## config.mk

```make
export PLATFORM = sky130hd
export DESIGN_NAME = incremental_rotation_accumulator
export DESIGN_NICKNAME = d
export VERILOG_FILES = /design/src/ira_pkg.sv /design/src/incremental_rotation_accumulator.sv
export SDC_FILE = /design/constraint.sdc
export NUM_CORES = 2
export LEC_CHECK = 0
export ABC_AREA = 1
export BUFFER_PORTS_ARGS = -buffer_cell sky130_fd_sc_hd__buf_2
export CORE_MARGIN = 3
export CORE_UTILIZATION = 55
export DETAILED_ROUTE_END_ITERATION = 8
export PLACE_DENSITY = 0.72
export SLEW_MARGIN = 20
export SYNTH_ARGS = -nofsm -noshare
export SYNTH_HDL_FRONTEND = slang
export SYNTH_SLANG_ARGS = --single-unit
```

## constraint.sdc

```tcl
create_clock -name aclk -period 24.3 [get_ports aclk]
set_clock_uncertainty 0.05 [all_clocks]
set_input_delay 4.86 -clock aclk [delete_from_list [all_inputs] [get_ports aclk]]
set_output_delay 4.86 -clock aclk [all_outputs]
set_load 0.1 [all_outputs]
```

## src/ira_pkg.sv

```systemverilog
// ira_pkg: shared types, constants and functions for the incremental rotation accumulator.
// Holds the Q2.14 format, the first-quadrant sine table and saturation helpers.
// No dependencies.
`timescale 1ns / 1ps

package ira_pkg;

    localparam int FRAC_BITS  = 14;
    localparam int ELEM_W     = 16;
    localparam int ANGLE_W    = 10;
    localparam int PREV_W     = 11;
    localparam int DIFF_W     = 12;
    localparam int PROD_W     = 2 * ELEM_W;
    localparam int ACC_W      = PROD_W + 2;
    localparam int SIN_SH     = 31 - FRAC_BITS;
    localparam int UNIT_INT   = ((1 << FRAC_BITS) > 32767) ? 32767 : (1 << FRAC_BITS);

    localparam logic signed [ELEM_W-1:0] UNIT  = ELEM_W'(UNIT_INT);
    localparam logic signed [ACC_W-1:0]  HALF  = ACC_W'(64'd1 << (FRAC_BITS - 1));

    // Reduction of an angle difference into 0..359
    localparam logic [DIFF_W-1:0] FULL_TURN = DIFF_W'(360);
    localparam logic [DIFF_W-1:0] DIFF_BIAS = DIFF_W'(1080);

    // Request kinds on the input tuser
    localparam logic REQ_UPDATE = 1'b0;
    localparam logic REQ_RESET  = 1'b1;

    // Axis codes
    localparam logic [1:0] AXIS_X = 2'd0;
    localparam logic [1:0] AXIS_Y = 2'd1;
    localparam logic [1:0] AXIS_Z = 2'd2;
    localparam logic [1:0] AXIS_DONE = 2'd3;

    typedef logic [ELEM_W-1:0] sin_tab_t [0:90];

    // Sine of a whole-degree angle in 0..90, Taylor series in Q31, rounded to FRAC_BITS
    function automatic logic [ELEM_W-1:0] sin_deg(input int a);
        logic [63:0] x;
        logic [63:0] x2;
        logic [63:0] t;
        logic [63:0] s;
        x  = (64'(a) * 64'd9595049034) >> 8;
        x2 = (x * x) >> 31;
        t  = 64'd2147483648;
        t  = 64'd2147483648 - (((x2 * t) >> 31) / 64'd210);
        t  = 64'd2147483648 - (((x2 * t) >> 31) / 64'd156);
        t  = 64'd2147483648 - (((x2 * t) >> 31) / 64'd110);
        t  = 64'd2147483648 - (((x2 * t) >> 31) / 64'd72);
        t  = 64'd2147483648 - (((x2 * t) >> 31) / 64'd42);
        t  = 64'd2147483648 - (((x2 * t) >> 31) / 64'd20);
        t  = 64'd2147483648 - (((x2 * t) >> 31) / 64'd6);
        s  = (x * t) >> 31;
        s  = (s + (64'd1 << (SIN_SH - 1))) >> SIN_SH;
        if (s > 64'd32767) begin
            s = 64'd32767;
        end
        return ELEM_W'(s);
    endfunction

    function automatic sin_tab_t build_sin_table();
        sin_tab_t tab;
        for (int i = 0; i <= 90; i++) begin
            tab[i] = sin_deg(i);
        end
        return tab;
    endfunction

    localparam sin_tab_t SIN_T = build_sin_table();

    // Saturate a shifted accumulator to the element width
    function automatic logic signed [ELEM_W-1:0] sat_elem(input logic signed [ACC_W-1:0] v);
        logic signed [ACC_W-1:0] hi;
        logic signed [ACC_W-1:0] lo;
        hi = ACC_W'(32767);
        lo = -ACC_W'(32768);
        if (v > hi) begin
            return ELEM_W'(hi);
        end else if (v < lo) begin
            return ELEM_W'(lo);
        end
        return v[ELEM_W-1:0];
    endfunction

endpackage

```

## src/incremental_rotation_accumulator.sv

```systemverilog
// incremental_rotation_accumulator: top level, sequencer with one shared multiplier.
// Keeps the orientation matrix in two ping-pong register banks.
// Depends on ira_pkg.
`timescale 1ns / 1ps

// Usage
//   Input stream (s_*): tuser = request kind (0 update, 1 reset orientation),
//   tdata = angle_x, angle_y, angle_z (signed whole degrees, 10 bits each).
//   Result stream (m_*): four row transactions of the transposed matrix,
//   tdata = row_index then elem0..elem3 (signed Q2.14), tlast on row 3.
//   Throughput: one item at a time; s_tready is high only while idle.
//   A reset item or a skipped update gives no result; the block stays idle.
//   An update runs, per axis, a step of axis selection and, where that angle
//   changed, angle reduction, a table lookup and one 4x4 product on the
//   shared multiplier, element by element; one more axis-selection step
//   then starts the final product on the same multiplier. The rows are
//   then loaded and sent one by one, each held through any stall.
//   A stalled m_tready holds the current row; the block waits and nothing is
//   lost. aresetn loads identity, clears the angles and the skip flag; no
//   clearing pass is needed as an identity flag covers each matrix bank.
module incremental_rotation_accumulator
    import ira_pkg::*;
(
    input  logic        aclk,
    input  logic        aresetn,
    input  logic        s_tvalid,
    output logic        s_tready,
    input  logic [31:0] s_tdata,   // angle_x[9:0], angle_y[19:10], angle_z[29:20], zero pad
    input  logic        s_tuser,   // req_type
    output logic        m_tvalid,
    input  logic        m_tready,
    output logic [71:0] m_tdata,   // row_index[1:0], elem0..elem3 16 bits each, zero pad
    output logic        m_tlast    // last_row
);

    typedef enum logic [2:0] {
        ST_IDLE,
        ST_AXIS,
        ST_REDUCE,
        ST_TRIG,
        ST_MUL,
        ST_OUT_LOAD,
        ST_OUT_SEND
    } state_t;

    state_t state_reg;

    logic signed [ANGLE_W-1:0] tgt_reg  [3];
    logic signed [PREV_W-1:0]  prev_reg [3];
    logic                      skip_reg;
    logic                      obank_reg, dbank_reg;
    logic                      oident_reg, dident_reg;
    logic [1:0]                axis_reg;
    logic                      final_reg;
    logic [DIFF_W-1:0]         mod_reg;
    logic signed [ELEM_W-1:0]  sin_reg, cos_reg;
    logic [3:0]                elem_reg;
    logic [2:0]                step_reg;
    logic signed [PROD_W-1:0]  prod_reg;
    logic signed [ACC_W-1:0]   acc_reg;
    logic [1:0]                row_reg, col_reg;
    logic signed [ELEM_W-1:0]  orow_reg [4];

    logic signed [ELEM_W-1:0] orient_mem [32];
    logic signed [ELEM_W-1:0] delta_mem  [32];

    // Element indices of the current product
    logic [1:0] mi, mj, mk;
    assign mi = elem_reg[3:2];
    assign mj = elem_reg[1:0];
    assign mk = step_reg[1:0];

    // Angle difference of the current axis
    logic signed [DIFF_W-1:0] diff;
    assign diff = DIFF_W'(tgt_reg[axis_reg[1:0] == AXIS_DONE ? 2'd0 : axis_reg])
                - DIFF_W'(prev_reg[axis_reg[1:0] == AXIS_DONE ? 2'd0 : axis_reg]);

    // Orientation read port: one address, used by the product and the row output
    logic [4:0]               o_addr;
    logic signed [ELEM_W-1:0] o_rd, o_val;
    assign o_addr = (state_reg == ST_OUT_LOAD) ? {obank_reg, col_reg, row_reg}
                                               : {obank_reg, mi, mk};
    assign o_rd   = orient_mem[o_addr];
    always_comb begin
        if (oident_reg) begin
            o_val = (o_addr[3:2] == o_addr[1:0]) ? UNIT : '0;
        end else begin
            o_val = o_rd;
        end
    end

    // Delta read port
    logic signed [ELEM_W-1:0] d_rd, d_val;
    assign d_rd  = delta_mem[{dbank_reg, mk, mj}];
    assign d_val = dident_reg ? ((mk == mj) ? UNIT : '0) : d_rd;

    // Rotation matrix element (i, k) for the current axis
    logic signed [ELEM_W-1:0] r_val;
    always_comb begin
        r_val = (mi == mk) ? UNIT : '0;
        case (axis_reg)
            AXIS_X: begin
                if ((mi == 2'd1 && mk == 2'd1) || (mi == 2'd2 && mk == 2'd2)) r_val = cos_reg;
                if (mi == 2'd1 && mk == 2'd2) r_val = -sin_reg;
                if (mi == 2'd2 && mk == 2'd1) r_val = sin_reg;
            end
            AXIS_Y: begin
                if ((mi == 2'd0 && mk == 2'd0) || (mi == 2'd2 && mk == 2'd2)) r_val = cos_reg;
                if (mi == 2'd0 && mk == 2'd2) r_val = sin_reg;
                if (mi == 2'd2 && mk == 2'd0) r_val = -sin_reg;
            end
            AXIS_Z: begin
                if ((mi == 2'd0 && mk == 2'd0) || (mi == 2'd1 && mk == 2'd1)) r_val = cos_reg;
                if (mi == 2'd0 && mk == 2'd1) r_val = -sin_reg;
                if (mi == 2'd1 && mk == 2'd0) r_val = sin_reg;
            end
            default: begin
                r_val = (mi == mk) ? UNIT : '0;
            end
        endcase
    end

    // Shared multiplier operands
    logic signed [ELEM_W-1:0] op_a, op_b;
    assign op_a = final_reg ? o_val : r_val;
    assign op_b = d_val;

    // Rounded and saturated element
    logic signed [ACC_W-1:0]  acc_sum;
    logic signed [ELEM_W-1:0] res_elem;
    assign acc_sum  = acc_reg + ACC_W'(prod_reg) + HALF;
    assign res_elem = sat_elem(acc_sum >>> FRAC_BITS);

    // Quadrant folding for sine and cosine
    logic [6:0] a7;
    logic [8:0] ang;
    logic [6:0] idx_s, idx_c;
    logic       neg_s, neg_c;
    assign ang = mod_reg[8:0];
    assign a7  = '0;
    always_comb begin
        idx_s = a7;
        idx_c = a7;
        neg_s = 1'b0;
        neg_c = 1'b0;
        if (ang <= 9'd90) begin
            idx_s = 7'(ang);
            idx_c = 7'(9'd90 - ang);
        end else if (ang <= 9'd180) begin
            idx_s = 7'(9'd180 - ang);
            idx_c = 7'(ang - 9'd90);
            neg_c = 1'b1;
        end else if (ang <= 9'd270) begin
            idx_s = 7'(ang - 9'd180);
            idx_c = 7'(9'd270 - ang);
            neg_s = 1'b1;
            neg_c = 1'b1;
        end else begin
            idx_s = 7'(9'd360 - ang);
            idx_c = 7'(ang - 9'd270);
            neg_s = 1'b1;
        end
    end

    logic signed [ELEM_W-1:0] tab_s, tab_c;
    assign tab_s = SIN_T[idx_s];
    assign tab_c = SIN_T[idx_c];

    // Memory writes
    logic mul_write;
    assign mul_write = (state_reg == ST_MUL) && (step_reg == 3'd4);

    always_ff @(posedge aclk) begin
        if (mul_write && final_reg) begin
            orient_mem[{~obank_reg, elem_reg}] <= res_elem;
        end
    end

    always_ff @(posedge aclk) begin
        if (mul_write && !final_reg) begin
            delta_mem[{~dbank_reg, elem_reg}] <= res_elem;
        end
    end

    // Sequencer
    always_ff @(posedge aclk) begin
        if (!aresetn) begin
            state_reg  <= ST_IDLE;
            skip_reg   <= 1'b0;
            obank_reg  <= 1'b0;
            dbank_reg  <= 1'b0;
            oident_reg <= 1'b1;
            dident_reg <= 1'b1;
            axis_reg   <= AXIS_X;
            final_reg  <= 1'b0;
            elem_reg   <= '0;
            step_reg   <= '0;
            row_reg    <= '0;
            col_reg    <= '0;
            for (int n = 0; n < 3; n++) begin
                prev_reg[n] <= '0;
            end
        end else begin
            case (state_reg)
                ST_IDLE: begin
                    if (s_tvalid) begin
                        if (s_tuser == REQ_RESET) begin
                            oident_reg <= 1'b1;
                            skip_reg   <= 1'b1;
                            for (int n = 0; n < 3; n++) begin
                                prev_reg[n] <= '0;
                            end
                        end else if (skip_reg) begin
                            skip_reg <= 1'b0;
                        end else begin
                            tgt_reg[0] <= s_tdata[9:0];
                            tgt_reg[1] <= s_tdata[19:10];
                            tgt_reg[2] <= s_tdata[29:20];
                            axis_reg   <= AXIS_X;
                            dident_reg <= 1'b1;
                            final_reg  <= 1'b0;
                            state_reg  <= ST_AXIS;
                        end
                    end
                end
                ST_AXIS: begin
                    elem_reg <= '0;
                    step_reg <= '0;
                    if (axis_reg == AXIS_DONE) begin
                        final_reg <= 1'b1;
                        state_reg <= ST_MUL;
                    end else if (diff == '0) begin
                        axis_reg <= axis_reg + 2'd1;
                    end else begin
                        mod_reg   <= diff + DIFF_BIAS;
                        state_reg <= ST_REDUCE;
                    end
                end
                ST_REDUCE: begin
                    if (mod_reg >= FULL_TURN) begin
                        mod_reg <= mod_reg - FULL_TURN;
                    end else begin
                        state_reg <= ST_TRIG;
                    end
                end
                ST_TRIG: begin
                    sin_reg   <= neg_s ? -tab_s : tab_s;
                    cos_reg   <= neg_c ? -tab_c : tab_c;
                    state_reg <= ST_MUL;
                end
                ST_MUL: begin
                    if (step_reg != 3'd4) begin
                        prod_reg <= op_a * op_b;
                        acc_reg  <= (step_reg == 3'd0) ? '0 : acc_reg + ACC_W'(prod_reg);
                        step_reg <= step_reg + 3'd1;
                    end else begin
                        step_reg <= '0;
                        elem_reg <= elem_reg + 4'd1;
                        if (elem_reg == 4'd15) begin
                            if (final_reg) begin
                                obank_reg  <= ~obank_reg;
                                oident_reg <= 1'b0;
                                for (int n = 0; n < 3; n++) begin
                                    prev_reg[n] <= PREV_W'(tgt_reg[n]);
                                end
                                row_reg   <= '0;
                                col_reg   <= '0;
                                state_reg <= ST_OUT_LOAD;
                            end else begin
                                dbank_reg  <= ~dbank_reg;
                                dident_reg <= 1'b0;
                                axis_reg   <= axis_reg + 2'd1;
                                state_reg  <= ST_AXIS;
                            end
                        end
                    end
                end
                ST_OUT_LOAD: begin
                    orow_reg[col_reg] <= o_val;
                    col_reg           <= col_reg + 2'd1;
                    if (col_reg == 2'd3) begin
                        state_reg <= ST_OUT_SEND;
                    end
                end
                ST_OUT_SEND: begin
                    if (m_tready) begin
                        col_reg <= '0;
                        if (row_reg == 2'd3) begin
                            state_reg <= ST_IDLE;
                        end else begin
                            row_reg   <= row_reg + 2'd1;
                            state_reg <= ST_OUT_LOAD;
                        end
                    end
                end
                default: begin
                    state_reg <= ST_IDLE;
                end
            endcase
        end
    end

    // Ports
    assign s_tready = (state_reg == ST_IDLE);
    assign m_tvalid = (state_reg == ST_OUT_SEND);
    assign m_tlast  = (row_reg == 2'd3);
    assign m_tdata  = {6'd0, orow_reg[3], orow_reg[2], orow_reg[1], orow_reg[0], row_reg};

    // Checks
    a_busy_excl: assert property (@(posedge aclk) disable iff (!aresetn)
        !(s_tready && m_tvalid))
        else $error("input and result sides active together");

    a_reduce_bound: assert property (@(posedge aclk) disable iff (!aresetn)
        (state_reg == ST_TRIG) |-> (mod_reg < FULL_TURN))
        else $error("angle not reduced below a full turn");

    a_row_order: assert property (@(posedge aclk) disable iff (!aresetn)
        (m_tvalid && m_tready && !m_tlast) |=> (row_reg == $past(row_reg) + 2'd1))
        else $error("row index did not advance");

    a_out_after_final: assert property (@(posedge aclk) disable iff (!aresetn)
        m_tvalid |-> (final_reg && !oident_reg))
        else $error("rows sent before final product");

endmodule
```

==> out/qor.tcl <==
set qor(ys_seq_elements) 1280
set qor(grt_remaining_overflow) 0
set qor(timing_worst_setup_path_type) {flip-flop to flip-flop}
set qor(source_to_sink_clock_delay_at_the_later_pin_of_the_worst_skew_pair_ns) 0.77
set qor(dp_worst_setup_slack_ns) 12.92
set qor(viasPerCell) 6.10
set qor(mux_cell_area_share_after_synthesis) 0.000283
set qor(ant_nets) 0
set qor(timing.critical_path.mode_cell) {sky130_fd_sc_hd__fa_1}
set qor(routed-via-count) 52100
set qor(netlist_area_um2) 70700
set qor(synth_sequential_area_ratio) 0.540
set qor(final_layout_size_suffix_gt1_frac) 0.0920
set qor(wire_length_of_the_first_global_routing_pass_mm) 295
set qor(powerDensity_nw_per_um2) 138
set qor(cp_data_required_time_ns) 24.75
set qor(outcome) {finished, final reports clean}
set qor(r2r_setup_slack_ns) 12.78
set qor(fp.dieH_um) 365
set qor(synth_top_area_cell) {sky130_fd_sc_hd__edfxtp_1}
set qor(floorplan.rows) 130
set qor(layout.area.seq_um2) 38200
set qor(p_leak_nw) 30.4
set qor(simple_gate_share_of_the_synthesized_area) 0.143
set qor(avgRoutedWirePerCell_um) 22.5
set qor(min_path_cells) 2
set qor(worstHoldStart) {skip_reg}
set qor(final.period_utilization) 0.474
set qor(placement.io_buffers) 103
set qor(first_global_vias) 50600
set qor(final.min_clock_period_ns) 11.52
set qor(crit_fanout) 122
set qor(adder_and_majority_cell_fraction_of_the_synthesized_area) 0.119
set qor(first_iter_violations) 5803
set qor(gpl.final_weighted_congestion) 0.958
set qor(cts-hold-fix-buffers) 0
set qor(fin_setup_tns_ns) 0
set qor(r2r_end) {prod_reg[28]}
set qor(post_synth_xor_area_fraction) 0.0149
set qor(synth_cell_types) 69
set qor(synth_compound_gate_area_share) 0.123
set qor(worst_slew_pin_slew_ns) 1.16
set qor(yosysWarningCount) 0
set qor(num-fill-cells) 10200
set qor(max-clock-path-buffers) 3
set qor(critPathLaunchType) {flip-flop}
set qor(clkTransAtPathRegs_ns) 0.07
set qor(synth_top_family_by_area) {simple AND/OR/NAND/NOR gates}
set qor(ys.flop_type) {sky130_fd_sc_hd__edfxtp_1}
set qor(fp.dieW_um) 365
set qor(tritoncts) {yes}
set qor(maxCapViolations) 0
set qor(final_net_count) 7328
set qor(ioPinCount) 112
set qor(end_kind) {flip-flop}
set qor(clock-root-buffer) {sky130_fd_sc_hd__clkbuf_16}
set qor(h_tree_depth_reported_by_cts) 4
set qor(worstHoldEndpoint) {skip_reg}
set qor(critPathLaunch) {step_reg[0]}
set qor(final-setup-viol-count) 0
set qor(areaGrowthSynthToFinish_pct) 9.13
set qor(syn_inst) 6732
set qor(asyncSetResetFlopFracSynth) 0
set qor(full_die_area_um2) 133000
set qor(ctsResizeCount) 0
set qor(worst_r2r_startpoint) {step_reg[0]}
set qor(slowest_stage) {sky130_fd_sc_hd__a21oi_2}
set qor(pin_count_of_the_biggest_net_entering_global_routing) 123
set qor(detail_route.wirelength_mm) 193
set qor(synth_top_cells_by_area) {sky130_fd_sc_hd__edfxtp_1, sky130_fd_sc_hd__fa_1, sky130_fd_sc_hd__nand2_1}
set qor(post_synth.cell_area_avg_um2) 10.5
set qor(globalRouteTotalUtil) 0.290
set qor(drt_pre_antenna_iters) 6
set qor(cts_made_buffers) 133
set qor(synth_enable_flop_cells) 1258
set qor(initial_core_utilization) 0.558
set qor(cpPeakStageDelay_ns) 0.94
set qor(vdd_drop_max_v) 0.000194
set qor(detail_route.drc_violations) 0
set qor(final-hold-violation-count) 0
set qor(worst-endpoint-arrival_ns) 11.97
set qor(postCtsSetupRepairBufs) 0
set qor(dp_hpwl_mm) 125
set qor(placeableCoreArea_um2) 127000
set qor(yosysTopAreaCellShare) 0.534
set qor(setup_repair_after_global_routing_missed_its_margin) {no}
set qor(clkSinkCount) 1280
set qor(holdCritPathClass) {flip-flop to flip-flop}
set qor(worstRegToRegCells) 33
set qor(finalMaxSlewViolations) 0
set qor(max_freq_mhz) 86.8
set qor(antenna_found_initial) 10
set qor(worst_relative_slew_slack) 0.228
set qor(setup_slack_ns) 12.78
set qor(multi_input_comb_area_um2) 28500
per-layer routing:
metal	track usage	wire length (µm)
met5	0	28
met4	0.128	8620
met1	0.395	76900
met2	0.446	87000
met3	0.0687	20300
critical path: cells and delay by family, from the launching register on:
family | cells | cell delay, ns
fa+ha+maj | 7 | 3.16
flops | 1 | 0.73
compound gates | 10 | 3.53
buf+inv | 9 | 2.38
simple gates | 6 | 1.03
xor+xnor | 1 | 0.14
layout by cell type, fill, tap and decap left out, types with 34 or more instances in the layout:
master and n:
sky130_fd_sc_hd__a21oi_1 425, sky130_fd_sc_hd__clkinv_1 34, sky130_fd_sc_hd__buf_4 152, sky130_fd_sc_hd__o22ai_1 40
sky130_fd_sc_hd__xor2_1 80, sky130_fd_sc_hd__nor3_1 58, sky130_fd_sc_hd__a221o_1 44, sky130_fd_sc_hd__xnor2_1 36
sky130_fd_sc_hd__inv_1 599, sky130_fd_sc_hd__a32o_1 38, sky130_fd_sc_hd__a221oi_1 60, sky130_fd_sc_hd__nand2_2 55
sky130_fd_sc_hd__nor2_1 755, sky130_fd_sc_hd__o221ai_1 114, sky130_fd_sc_hd__o21ai_0 447, sky130_fd_sc_hd__nand2_1 1130
sky130_fd_sc_hd__nand3_1 329, sky130_fd_sc_hd__clkbuf_16 134, sky130_fd_sc_hd__o211ai_1 80, sky130_fd_sc_hd__inv_2 46
sky130_fd_sc_hd__fa_1 295, sky130_fd_sc_hd__buf_2 103, sky130_fd_sc_hd__edfxtp_1 1258, sky130_fd_sc_hd__ha_1 203
logic make-up (layout without fill, tap and decap cells):
family	after synthesis	in the layout
and+or+nand+nor	2434	2434
xor gates and xnor gates	118	118
DFF	1280	1280
buffers and inverters	993	1150
adders and majority gates	498	498
other	1	14
AOI/OAI and AO/OA	1406	1406
muxes	2	2
metrics by stage:
stage	hold WS (ns)	area, µm²	total power [mW]	util	std cells
2_1_floorplan	0.400	70700	7.14	-	6737
3_3_place_gp	0.410	73000	8.49	0.576	8308
3_5_place_dp	0.420	73000	8.60	0.576	8308
4_1_cts	0.429	77100	10.6	0.609	8544
5_1_grt	0.475	77200	11.3	0.609	8544
6_report	0.438	77200	10.6	0.609	8552
cell usage after synthesis (all sizes together) (13+ instances only):
master	count
nand2	1195
a221oi	60
nand3b	25
dfxtp	22
nand4	18
nor3	62
a21oi	442
o211ai	80
nand3	336
nor2	781
o22ai	40
fa	295
o21bai	13
a31oi	24
clkbuf	175
xnor2	36
o221ai	114
o21ai	485
ha	203
inv	647
a221o	44
a32o	38
o31ai	13
edfxtp	1258
xor2	82
buf	160
report_power, final:
group          total (mW)  switching (mW)  internal (mW)
logic                5.29            3.86           1.43
registers            3.38          0.0766           3.31
clock network        1.96           0.859           1.10
total                10.6            4.79           5.84
cell type report:
class	count	area share
Antenna cell	8	0.000259
Clock buffer	162	0.0448
Clock inverter	74	0.00922
Inverter	658	0.0323
Multi-Input combinational cell	4464	0.370
Sequential cell	1280	0.495
Tap cell	1650	0.0267
Timing Repair Buffer	256	0.0217
worst max-delay path by stage:
stage	endpoint	slack (ns)
after floorplan	acc_reg[0]	15.88
after global placement	prod_reg[28]	13.16
after detailed placement	prod_reg[28]	12.92
after CTS	prod_reg[28]	12.93
after global routing	prod_reg[28]	12.25
final	prod_reg[28]	12.78
Power figures use the tool's default switching activity.
